`config.mk`:
```
export PLATFORM = sky130hd
export DESIGN_NAME = lpc_residual_encoder_unit_flat
export DESIGN_NICKNAME = d
export VERILOG_FILES = /design/src/hdl/lre_pkg.sv /design/src/hdl/lre_if.sv /design/src/hdl/lpc_residual_encoder_unit.sv /design/src/hdl/lre_ram.sv /design/src/hdl/lre_ctrl.sv /design/src/hdl/lre_datapath.sv /design/src/flat_wrapper.sv
export SDC_FILE = /design/constraint.sdc
export NUM_CORES = 2
export LEC_CHECK = 0
export ABC_AREA = 1
export BUFFER_PORTS_ARGS = -buffer_cell sky130_fd_sc_hd__buf_2
export CORE_UTILIZATION = 40
export DETAILED_ROUTE_END_ITERATION = 10
export HOLD_SLACK_MARGIN = 0.12
export SLEW_MARGIN = 20
export SYNTH_ARGS = -nofsm -noshare
export SYNTH_HDL_FRONTEND = slang
export SYNTH_SLANG_ARGS = --single-unit
```
`constraint.sdc`:
```
create_clock -name clk -period 33.6 [get_ports clk]
set_clock_uncertainty 0.1 [all_clocks]
set_input_delay 3.36 -clock clk [delete_from_list [all_inputs] [get_ports clk]]
set_output_delay 3.36 -clock clk [all_outputs]
set_load 0.01 [all_outputs]
```
`src/hdl/lre_pkg.sv`:
```
// Shared types and constants for the LPC residual encoder.
package lre_pkg;

  localparam int OP_W     = 2;
  localparam int IDX_W    = 5;
  localparam int COEF_W   = 16;
  localparam int ORDER_W  = 6;
  localparam int SHIFT_W  = 5;
  localparam int VALUE_W  = 32;
  localparam int TOTAL_W  = 48;
  localparam int CFG_W    = 6;
  localparam int CFG_IDX_W = 1;

  localparam logic [OP_W-1:0] OP_COEF   = 2'd0;
  localparam logic [OP_W-1:0] OP_SAMPLE = 2'd1;
  localparam logic [OP_W-1:0] OP_BLOCK  = 2'd2;

  localparam logic [CFG_IDX_W-1:0] REG_ORDER = 1'b0;
  localparam logic [CFG_IDX_W-1:0] REG_SHIFT = 1'b1;

  localparam logic KIND_WARM  = 1'b0;
  localparam logic KIND_RESID = 1'b1;

  typedef struct packed {
    logic ready;       // input side open
    logic accept;      // input transfer this cycle
    logic acc_clear;   // zero the prediction accumulator
    logic tap_issue;   // feed one tap into the MAC pipe
    logic shift_load;  // register the shifted prediction
    logic res_load;    // register the saturated residual
    logic emit_warm;   // load output with a warmup sample
    logic emit_resid;  // load output with a residual
  } lre_cmd_t;

  typedef struct packed {
    logic is_sample;   // incoming item is a sample
    logic warm;        // block still in warmup
    logic ord_zero;    // no taps in use
    logic last_tap;    // current tap is the last one
    logic mac_busy;    // products still in flight
    logic out_free;    // output register can take a result
  } lre_status_t;

endpackage

```
`src/hdl/lre_if.sv`:
```
// Valid/ready channel interfaces for input items and results.
interface lre_in_if #(
  parameter int SAMPLE_BITS = 24
);
  import lre_pkg::*;
  logic                          valid;
  logic                          ready;
  logic [OP_W-1:0]               operation;
  logic [IDX_W-1:0]              coef_index;
  logic signed [COEF_W-1:0]      coef_value;
  logic signed [SAMPLE_BITS-1:0] sample;

  modport source (output valid, operation, coef_index, coef_value, sample, input ready);
  modport sink (input valid, operation, coef_index, coef_value, sample, output ready);
endinterface

interface lre_out_if;
  import lre_pkg::*;
  logic                      valid;
  logic                      ready;
  logic                      kind;
  logic signed [VALUE_W-1:0] value;
  logic [TOTAL_W-1:0]        abs_total;

  modport source (output valid, kind, value, abs_total, input ready);
  modport sink (input valid, kind, value, abs_total, output ready);
endinterface

```
`src/hdl/lpc_residual_encoder_unit.sv`:
```
// LPC residual encoder top level: controller, datapath and channel hookup.
//
// Input channel "items" carries one of: coefficient write (tap index and
// value), sample, or start of block. Coefficient writes and block starts
// produce no result. Each sample produces one result on
// channel "results": a warmup pass-through for the first 'order' samples of
// a block, then a residual (sample minus shifted prediction, saturated to
// 32 bits) plus the saturating block total of absolute residuals.
// Registers order and shift are to be written on the cfg port only while idle; the block leaves this rule to the user.
// A warmup result is loaded into the output register from the evaluate step
// after its input transfer; a residual passes through the single shared
// multiply-accumulate that walks the taps one per cycle through a
// read/multiply/add pipe, then drain, shift, residual and load steps.
// One sample is in flight at a time; the next item is taken the cycle after
// the previous result is loaded into the output register, so the input stays
// closed while a sample is in flight.
// A stalled receiver holds the result in the output register; the next
// sample is computed but waits to be loaded until that transfer completes.
// Reset (synchronous) clears order, shift, history, block count, total and
// the output valid; coefficients must be written before use.
module lpc_residual_encoder_unit import lre_pkg::*; #(
  parameter int MAX_ORDER   = 32,
  parameter int SAMPLE_BITS = 24
) (
  input  logic                 clk,
  input  logic                 rst,
  input  logic                 cfg_we,
  input  logic [CFG_IDX_W-1:0] cfg_index,
  input  logic [CFG_W-1:0]     cfg_data,
  lre_in_if.sink               items,
  lre_out_if.source            results
);

  localparam int AW = (MAX_ORDER > 1) ? $clog2(MAX_ORDER) : 1;

  lre_cmd_t      cmd;
  lre_status_t   status;
  logic [AW-1:0] tap;

  assign items.ready = cmd.ready;

  lre_ctrl #(
    .MAX_ORDER (MAX_ORDER)
  ) u_ctrl (
    .clk      (clk),
    .rst      (rst),
    .in_valid (items.valid),
    .status   (status),
    .cmd      (cmd),
    .tap      (tap)
  );

  lre_datapath #(
    .MAX_ORDER   (MAX_ORDER),
    .SAMPLE_BITS (SAMPLE_BITS)
  ) u_datapath (
    .clk           (clk),
    .rst           (rst),
    .cfg_we        (cfg_we),
    .cfg_index     (cfg_index),
    .cfg_data      (cfg_data),
    .operation     (items.operation),
    .coef_index    (items.coef_index),
    .coef_value    (items.coef_value),
    .sample        (items.sample),
    .cmd           (cmd),
    .tap           (tap),
    .status        (status),
    .out_ready     (results.ready),
    .out_valid     (results.valid),
    .out_kind      (results.kind),
    .out_value     (results.value),
    .out_abs_total (results.abs_total)
  );

endmodule

```
`src/hdl/lre_ram.sv`:
```
// Generic single-write, single-read RAM with registered read data.
module lre_ram #(
  parameter int WIDTH = 16,
  parameter int DEPTH = 32,
  localparam int AW = (DEPTH > 1) ? $clog2(DEPTH) : 1
) (
  input  logic             clk,
  input  logic             we,
  input  logic [AW-1:0]    waddr,
  input  logic [WIDTH-1:0] wdata,
  input  logic [AW-1:0]    raddr,
  output logic [WIDTH-1:0] rdata
);

  logic [WIDTH-1:0] mem [DEPTH];

  always_ff @(posedge clk) begin
    if (we) begin
      mem[waddr] <= wdata;
    end
    rdata <= mem[raddr];
  end

endmodule

```
`src/hdl/lre_ctrl.sv`:
```
// Sequencer for the LPC residual encoder: dispatch, tap loop, residual steps.
module lre_ctrl import lre_pkg::*; #(
  parameter int MAX_ORDER = 32,
  localparam int AW = (MAX_ORDER > 1) ? $clog2(MAX_ORDER) : 1
) (
  input  logic          clk,
  input  logic          rst,
  input  logic          in_valid,
  input  lre_status_t   status,
  output lre_cmd_t      cmd,
  output logic [AW-1:0] tap
);

  localparam logic [2:0] S_IDLE  = 3'd0;
  localparam logic [2:0] S_EVAL  = 3'd1;
  localparam logic [2:0] S_MAC   = 3'd2;
  localparam logic [2:0] S_DRAIN = 3'd3;
  localparam logic [2:0] S_SHIFT = 3'd4;
  localparam logic [2:0] S_RESID = 3'd5;
  localparam logic [2:0] S_ACCUM = 3'd6;

  logic [2:0]    state;
  logic [2:0]    state_next;
  logic [AW-1:0] tap_next;

  always_ff @(posedge clk) begin
    if (rst) begin
      state <= S_IDLE;
      tap   <= '0;
    end else begin
      state <= state_next;
      tap   <= tap_next;
    end
  end

  always_comb begin
    state_next = state;
    tap_next   = tap;
    cmd        = '0;
    unique case (state)
      S_IDLE: begin
        cmd.ready  = 1'b1;
        cmd.accept = in_valid;
        if (in_valid && status.is_sample) begin
          state_next = S_EVAL;
        end
      end
      S_EVAL: begin
        if (status.warm) begin
          if (status.out_free) begin
            cmd.emit_warm = 1'b1;
            state_next    = S_IDLE;
          end
        end else begin
          cmd.acc_clear = 1'b1;
          tap_next      = '0;
          state_next    = status.ord_zero ? S_DRAIN : S_MAC;
        end
      end
      S_MAC: begin
        cmd.tap_issue = 1'b1;
        if (status.last_tap) begin
          state_next = S_DRAIN;
        end else begin
          tap_next = tap + AW'(1);
        end
      end
      S_DRAIN: begin
        if (!status.mac_busy) begin
          state_next = S_SHIFT;
        end
      end
      S_SHIFT: begin
        cmd.shift_load = 1'b1;
        state_next     = S_RESID;
      end
      S_RESID: begin
        cmd.res_load = 1'b1;
        state_next   = S_ACCUM;
      end
      S_ACCUM: begin
        if (status.out_free) begin
          cmd.emit_resid = 1'b1;
          state_next     = S_IDLE;
        end
      end
      default: begin
        state_next = S_IDLE;
      end
    endcase
  end

endmodule

```
`src/hdl/lre_datapath.sv`:
```
// Datapath: config registers, coefficient RAM, history, MAC pipe, residual and output.
module lre_datapath import lre_pkg::*; #(
  parameter int MAX_ORDER   = 32,
  parameter int SAMPLE_BITS = 24,
  localparam int AW = (MAX_ORDER > 1) ? $clog2(MAX_ORDER) : 1
) (
  input  logic                          clk,
  input  logic                          rst,
  input  logic                          cfg_we,
  input  logic [CFG_IDX_W-1:0]          cfg_index,
  input  logic [CFG_W-1:0]              cfg_data,
  input  logic [OP_W-1:0]               operation,
  input  logic [IDX_W-1:0]              coef_index,
  input  logic signed [COEF_W-1:0]      coef_value,
  input  logic signed [SAMPLE_BITS-1:0] sample,
  input  lre_cmd_t                      cmd,
  input  logic [AW-1:0]                 tap,
  output lre_status_t                   status,
  input  logic                          out_ready,
  output logic                          out_valid,
  output logic                          out_kind,
  output logic [VALUE_W-1:0]            out_value,
  output logic [TOTAL_W-1:0]            out_abs_total
);

  localparam int PW    = COEF_W + SAMPLE_BITS;
  localparam int ACC_W = PW + AW + 1;
  localparam int RW    = ACC_W + 1;
  localparam logic [ORDER_W-1:0] MAX_ORD = ORDER_W'(MAX_ORDER);

  logic [ORDER_W-1:0]            order_reg;
  logic [SHIFT_W-1:0]            shift_reg;
  logic [ORDER_W-1:0]            ord_eff;
  logic [ORDER_W-1:0]            block_count;
  logic [TOTAL_W-1:0]            abs_accum;
  logic signed [SAMPLE_BITS-1:0] x_reg;
  logic signed [SAMPLE_BITS-1:0] hist [MAX_ORDER];
  logic signed [SAMPLE_BITS-1:0] hist_q;
  logic [COEF_W-1:0]             coef_rd;
  logic                          coef_we;
  logic                          v1;
  logic                          v2;
  logic signed [PW-1:0]          prod_q;
  logic signed [ACC_W-1:0]       acc;
  logic signed [ACC_W-1:0]       pred_q;
  logic signed [RW-1:0]          res;
  logic [RW-32:0]                res_top;
  logic [VALUE_W-1:0]            res_sat;
  logic [VALUE_W-1:0]            res_q;
  logic [VALUE_W-1:0]            mag;
  logic [TOTAL_W:0]              sum_wide;
  logic [TOTAL_W-1:0]            abs_next;
  logic signed [VALUE_W-1:0]     x_ext;
  logic                          blk_clear;
  logic                          hist_push;

  assign ord_eff   = (order_reg > MAX_ORD) ? MAX_ORD : order_reg;
  assign coef_we   = cmd.accept && (operation == OP_COEF) &&
                     ({1'b0, coef_index} < MAX_ORD);
  assign blk_clear = cmd.accept && (operation == OP_BLOCK);
  assign hist_push = cmd.emit_warm || cmd.emit_resid;
  assign x_ext     = VALUE_W'(x_reg);

  assign status.is_sample = (operation == OP_SAMPLE);
  assign status.warm      = (block_count < ord_eff);
  assign status.ord_zero  = (ord_eff == '0);
  assign status.last_tap  = ((ORDER_W'(tap) + ORDER_W'(1)) == ord_eff);
  assign status.mac_busy  = v1 || v2;
  assign status.out_free  = !out_valid || out_ready;

  // config port
  always_ff @(posedge clk) begin
    if (rst) begin
      order_reg <= '0;
      shift_reg <= '0;
    end else if (cfg_we) begin
      unique case (cfg_index)
        REG_ORDER: order_reg <= cfg_data;
        REG_SHIFT: shift_reg <= cfg_data[SHIFT_W-1:0];
        default:   ;
      endcase
    end
  end

  lre_ram #(
    .WIDTH (COEF_W),
    .DEPTH (MAX_ORDER)
  ) u_coef_ram (
    .clk   (clk),
    .we    (coef_we),
    .waddr (coef_index[AW-1:0]),
    .wdata (coef_value),
    .raddr (tap),
    .rdata (coef_rd)
  );

  // sample history, newest first
  always_ff @(posedge clk) begin
    if (rst || blk_clear) begin
      for (int i = 0; i < MAX_ORDER; i++) begin
        hist[i] <= '0;
      end
    end else if (hist_push) begin
      hist[0] <= x_reg;
      for (int i = 1; i < MAX_ORDER; i++) begin
        hist[i] <= hist[i-1];
      end
    end
  end

  // block bookkeeping
  always_ff @(posedge clk) begin
    if (rst || blk_clear) begin
      block_count <= '0;
      abs_accum   <= '0;
    end else begin
      if (cmd.emit_warm) begin
        block_count <= block_count + ORDER_W'(1);
      end
      if (cmd.emit_resid) begin
        abs_accum <= abs_next;
      end
    end
  end

  always_ff @(posedge clk) begin
    if (cmd.accept && status.is_sample) begin
      x_reg <= sample;
    end
  end

  // MAC pipe: RAM/history read, multiply, accumulate
  always_ff @(posedge clk) begin
    if (rst) begin
      v1 <= 1'b0;
      v2 <= 1'b0;
    end else begin
      v1 <= cmd.tap_issue;
      v2 <= v1;
    end
  end

  always_ff @(posedge clk) begin
    hist_q <= hist[tap];
    prod_q <= $signed(coef_rd) * hist_q;
    if (cmd.acc_clear) begin
      acc <= '0;
    end else if (v2) begin
      acc <= acc + ACC_W'(prod_q);
    end
    if (cmd.shift_load) begin
      pred_q <= acc >>> shift_reg;
    end
    if (cmd.res_load) begin
      res_q <= res_sat;
    end
  end

  // residual with 32-bit saturation
  assign res     = RW'(x_reg) - RW'(pred_q);
  assign res_top = res[RW-1:31];
  always_comb begin
    if ((&res_top) || !(|res_top)) begin
      res_sat = res[VALUE_W-1:0];
    end else if (res[RW-1]) begin
      res_sat = 32'h8000_0000;
    end else begin
      res_sat = 32'h7FFF_FFFF;
    end
  end

  // magnitude and saturating block total
  assign mag      = res_q[VALUE_W-1] ? (~res_q + VALUE_W'(1)) : res_q;
  assign sum_wide = {1'b0, abs_accum} + (TOTAL_W + 1)'(mag);
  assign abs_next = sum_wide[TOTAL_W] ? {TOTAL_W{1'b1}} : sum_wide[TOTAL_W-1:0];

  // output register
  always_ff @(posedge clk) begin
    if (rst) begin
      out_valid <= 1'b0;
    end else if (hist_push) begin
      out_valid <= 1'b1;
    end else if (out_ready) begin
      out_valid <= 1'b0;
    end
  end

  always_ff @(posedge clk) begin
    if (cmd.emit_warm) begin
      out_kind      <= KIND_WARM;
      out_value     <= x_ext;
      out_abs_total <= abs_accum;
    end else if (cmd.emit_resid) begin
      out_kind      <= KIND_RESID;
      out_value     <= res_q;
      out_abs_total <= abs_next;
    end
  end

endmodule
```
`src/flat_wrapper.sv`:
```
// flat-port wrapper written by rule: the top's interface ports become plain ports
module lpc_residual_encoder_unit_flat import lre_pkg::*;
#(
  parameter int MAX_ORDER   = 32,
  parameter int SAMPLE_BITS = 24
)
  (clk, rst, cfg_we, cfg_index, cfg_data, items_valid, items_operation, items_coef_index, items_coef_value, items_sample, items_ready, results_valid, results_kind, results_value, results_abs_total, results_ready);
  lre_in_if #(.SAMPLE_BITS(SAMPLE_BITS)) items_i ();
  lre_out_if results_i ();
  input  logic clk;
  input  logic rst;
  input  logic cfg_we;
  input  logic [CFG_IDX_W-1:0] cfg_index;
  input  logic [CFG_W-1:0] cfg_data;
  input wire logic [$bits(items_i.valid)-1:0] items_valid;
  input wire logic [$bits(items_i.operation)-1:0] items_operation;
  input wire logic [$bits(items_i.coef_index)-1:0] items_coef_index;
  input wire logic [$bits(items_i.coef_value)-1:0] items_coef_value;
  input wire logic [$bits(items_i.sample)-1:0] items_sample;
  output wire logic [$bits(items_i.ready)-1:0] items_ready;
  output wire logic [$bits(results_i.valid)-1:0] results_valid;
  output wire logic [$bits(results_i.kind)-1:0] results_kind;
  output wire logic [$bits(results_i.value)-1:0] results_value;
  output wire logic [$bits(results_i.abs_total)-1:0] results_abs_total;
  input wire logic [$bits(results_i.ready)-1:0] results_ready;
  assign items_i.valid = items_valid;
  assign items_i.operation = items_operation;
  assign items_i.coef_index = items_coef_index;
  assign items_i.coef_value = items_coef_value;
  assign items_i.sample = items_sample;
  assign items_ready = items_i.ready;
  assign results_valid = results_i.valid;
  assign results_kind = results_i.kind;
  assign results_value = results_i.value;
  assign results_abs_total = results_i.abs_total;
  assign results_i.ready = results_ready;
  lpc_residual_encoder_unit #(.MAX_ORDER(MAX_ORDER), .SAMPLE_BITS(SAMPLE_BITS)) u_core (.clk(clk), .rst(rst), .cfg_we(cfg_we), .cfg_index(cfg_index), .cfg_data(cfg_data), .items(items_i), .results(results_i));
endmodule
```
==> flow_summary.ini <==
[global_route]
grt-ovfl-total = 0
grt_pass1_vias = 70700
top_usage_layer = met2
grt_max_degree = 209
use_met1 = 0.301
grtUsageMet3 = 0.0309
grt_usage = 0.218
antenna_found_initial = 10
grt_pass1_wl_um = 411000
grtUsageMet2 = 0.356

[worst_setup_path]
crit_chain = buf_2 -> nor2_1 -> inv_1 -> nand3_4 -> buf_4 -> nand3_4 -> buf_4 -> buf_4 -> buf_6
worst_path_max_delay_cell = nand3_4
worst_setup_path_start_kind = primary input
worst-path-stages = 9
worst_r2r_endpoint = u_core.u_datapath.prod_q[36]$_DFF_P_
worst_r2r_path_depth = 22
criticalPathCategory = in2reg
crit_end = u_core.u_datapath.hist[16][5]$_SDFFCE_PN0P_
cp_common_cell = buf_4
critPathMaxFanout = 103
path_delay_family = buffers and inverters
worstPathRequired_ps = 33940
setup.worst_path.end_class = register
cpPeakStageDelay_ps = 930
crit_start = results_ready
cp_num_buf_inv = 6
ff2ff_setup_slack_ps = 26800
reg2reg_from = u_core.u_datapath.hist_q[14]$_DFF_P_
worstPathArrival_ps = 7350

[die]
fp.coreArea_sq_mm = 0.236
ioPinCount = 142
die_h_um = 490
start_util = 0.404
die_area_sq_mm = 0.240
die_x_um = 490
core.rowCount = 178

[synthesis]
synth_compound_area_frac = 0.128
synth_top_family_by_area = simple AND/OR/NAND/NOR gates
yosys.area_share.xor_xnor = 0.0157
yosysWarnings = 0
synth_edf_count = 1462
yosys.area_share.simple = 0.142
syn_area_per_cell_sq_um = 9.00
syn_inst = 10600
seq_area_frac_synth = 0.503
synth_area_leaders = edfxtp_1, fa_1, inv_1
yosysTopAreaCell = edfxtp_1
synthAdderAreaFrac = 0.109
synth_top_area_frac = 0.460
synth_fp_nets = 11300
syn-cell-area_sq_mm = 0.0953
async_flop_share = 0
ys_ff_latch = 1665
synth_cell_types = 52
synthFlopType = edfxtp_1
synth.area.mux_share = 0.00430

[routing]
vias_per_cell = 5.23
postRouteAntennaNets = 0
route.vias.total = 72100
drc = 0
avgRoutedWirePerCell_um = 19.2
dr.pass1.iters = 6
routed_wl_um = 266000
dr.first_iter.drc_count = 6453

[cts]
cts_setup_buffers = 0
cts_tree = yes
cts.sinks = 1665
ctsResizeCount = 0
clock_latency_ps = 920
cts_buffers = 179
clk_pin_slew_worst_paths_ps = 60
cts_hold_buf = 0
clockBufferDepth = 3
clock_tree.root_cell = clkbuf_16
htreeDepth = 4

[place]
hpwl_um = 178000
dpl-instance-area_sq_mm = 0.0988
pre_cts_slack_ps = 25500
portBuffers = 141
gp_congestion = 0.963

[sta]
final_hold_viol_count = 0
worst_pin_slew_ps = 1110
fmax_ghz = 0.143
setup_viol = 0
relSlewSlack = 0.261
tns_ps = 0
drv_slew = 0
rsz0062_at_grt = false
setup_ws_ps = 26600
fin_crit_sh = 0.208
period_needed_ps = 7000

[flow_run]
drv_cap = 0

[final_layout]
final_area_sq_mm = 0.105
largest_reg_flops = 768
nNetsFinal = 11200
layout_common_cells = inv_1, nand2_1, nor2_1
top_regs = u_core.u_datapath.hist: 768 flops, u_core.u_datapath.u_coef_ram.mem: 512 flops
mostFrequentLayoutCell = inv_1
max_flop_register = u_core.u_datapath.hist
drive_gt1_frac = 0.0562
syn_to_final_growth_pct = 10.2

[hold_path]
hp-class = reg2reg

[status]
status = complete, no violations
[cell usage after synthesis (2+ instances only)]
cell type / n
nand3_1: 233
a21boi_0: 5
a31oi_1: 78
o21a_1: 6
o22ai_1: 33
nor3_2: 5
clkbuf_1: 415
a22oi_1: 5
buf_6: 6
or2_2: 20
a211oi_1: 8
inv_1: 1883
a32oi_1: 37
fa_1: 377
nor3_1: 41
xnor2_1: 53
o21ai_0: 1215
edfxtp_1: 1462
xor2_1: 118
mux2i_1: 41
nor4_1: 10
a21oi_1: 708
o21ai_1: 7
and2_1: 2
buf_2: 85
o211ai_1: 23
nor2_2: 15
dfxtp_1: 203
nand2_2: 9
and3_1: 2
a21o_1: 17
o221ai_1: 98
ha_1: 229
o21bai_1: 23
clkinv_1: 8
nand3b_1: 7
inv_2: 9
nand2_1: 1507
nor2_1: 1488
buf_1: 30
nand4_1: 61
[how the worst min path moves through the flow]
| stage | startpoint | end | cells past startpoint | slack (ps) |
|---|---|---|---|---|
| finish | u_core.u_datapath.v1$_SDFF_PP0_ | u_core.u_datapath.v2$_SDFF_PP0_ | 2 | 340 |
| global placement | u_core.u_datapath.v1$_SDFF_PP0_ | u_core.u_datapath.v2$_SDFF_PP0_ | 2 | 330 |
| CTS | u_core.u_datapath.v1$_SDFF_PP0_ | u_core.u_datapath.v2$_SDFF_PP0_ | 2 | 340 |
| global route | u_core.u_datapath.v1$_SDFF_PP0_ | u_core.u_datapath.v2$_SDFF_PP0_ | 2 | 390 |
| floorplan | u_core.u_datapath.v1$_SDFF_PP0_ | u_core.u_datapath.v2$_SDFF_PP0_ | 2 | 300 |
| detailed placement | u_core.u_datapath.v1$_SDFF_PP0_ | u_core.u_datapath.v2$_SDFF_PP0_ | 2 | 320 |
[final cells by class]
| cell class | count | area (sq um) |
|---|---|---|
| fill | 22800 | 131000 |
| sequential | 1665 | 48000 |
| multi-input combinational | 6492 | 38200 |
| inverter | 1900 | 7160 |
| clock buffer | 227 | 4710 |
| tap | 3150 | 3940 |
| timing repair buffer | 252 | 1640 |
| clock inverter | 103 | 1420 |
| antenna | 5 | 12.5 |
[worst reg2reg max path, delay by kind of cell, from the launching register on]
kind | cells | cell delay (ps)
adder cells (fa/ha/maj) | 7 | 3520
flip-flops | 1 | 950
XOR/XNOR | 1 | 140
AO/OA/AOI/OAI | 5 | 1190
buffers and inverters | 5 | 270
AND/OR/NAND/NOR | 4 | 510
[layer usage]
| metal | vias up | wire length (um) |
|---|---|---|
| li1 | 34400 | - |
| met1 | 35300 | 120000 |
| met2 | 2082 | 124000 |
| met3 | 390 | 15200 |
| met4 | 2 | 6940 |
| met5 | - | 13 |
[cells by family after synthesis]
| group | count (synthesis) |
|---|---|
| AND/OR/NAND/NOR | 3405 |
| multiplexers | 41 |
| buffers and inverters | 2436 |
| adder cells (fa/ha/maj) | 606 |
| flip-flops | 1665 |
| AO/OA/AOI/OAI | 2269 |
| XOR/XNOR | 171 |
[stage by stage]
step                std cells  hold WS (ps)  utilization
finish                  13800           344        0.445
global route            13800           392        0.445
CTS                     13800           343        0.445
detailed placement      13500           324        0.419
global placement        13500           331        0.419
floorplan               10600           299            -
Power is not shown: default switching activity piles up to over one toggle a cycle in this logic, so the estimate is an artifact.
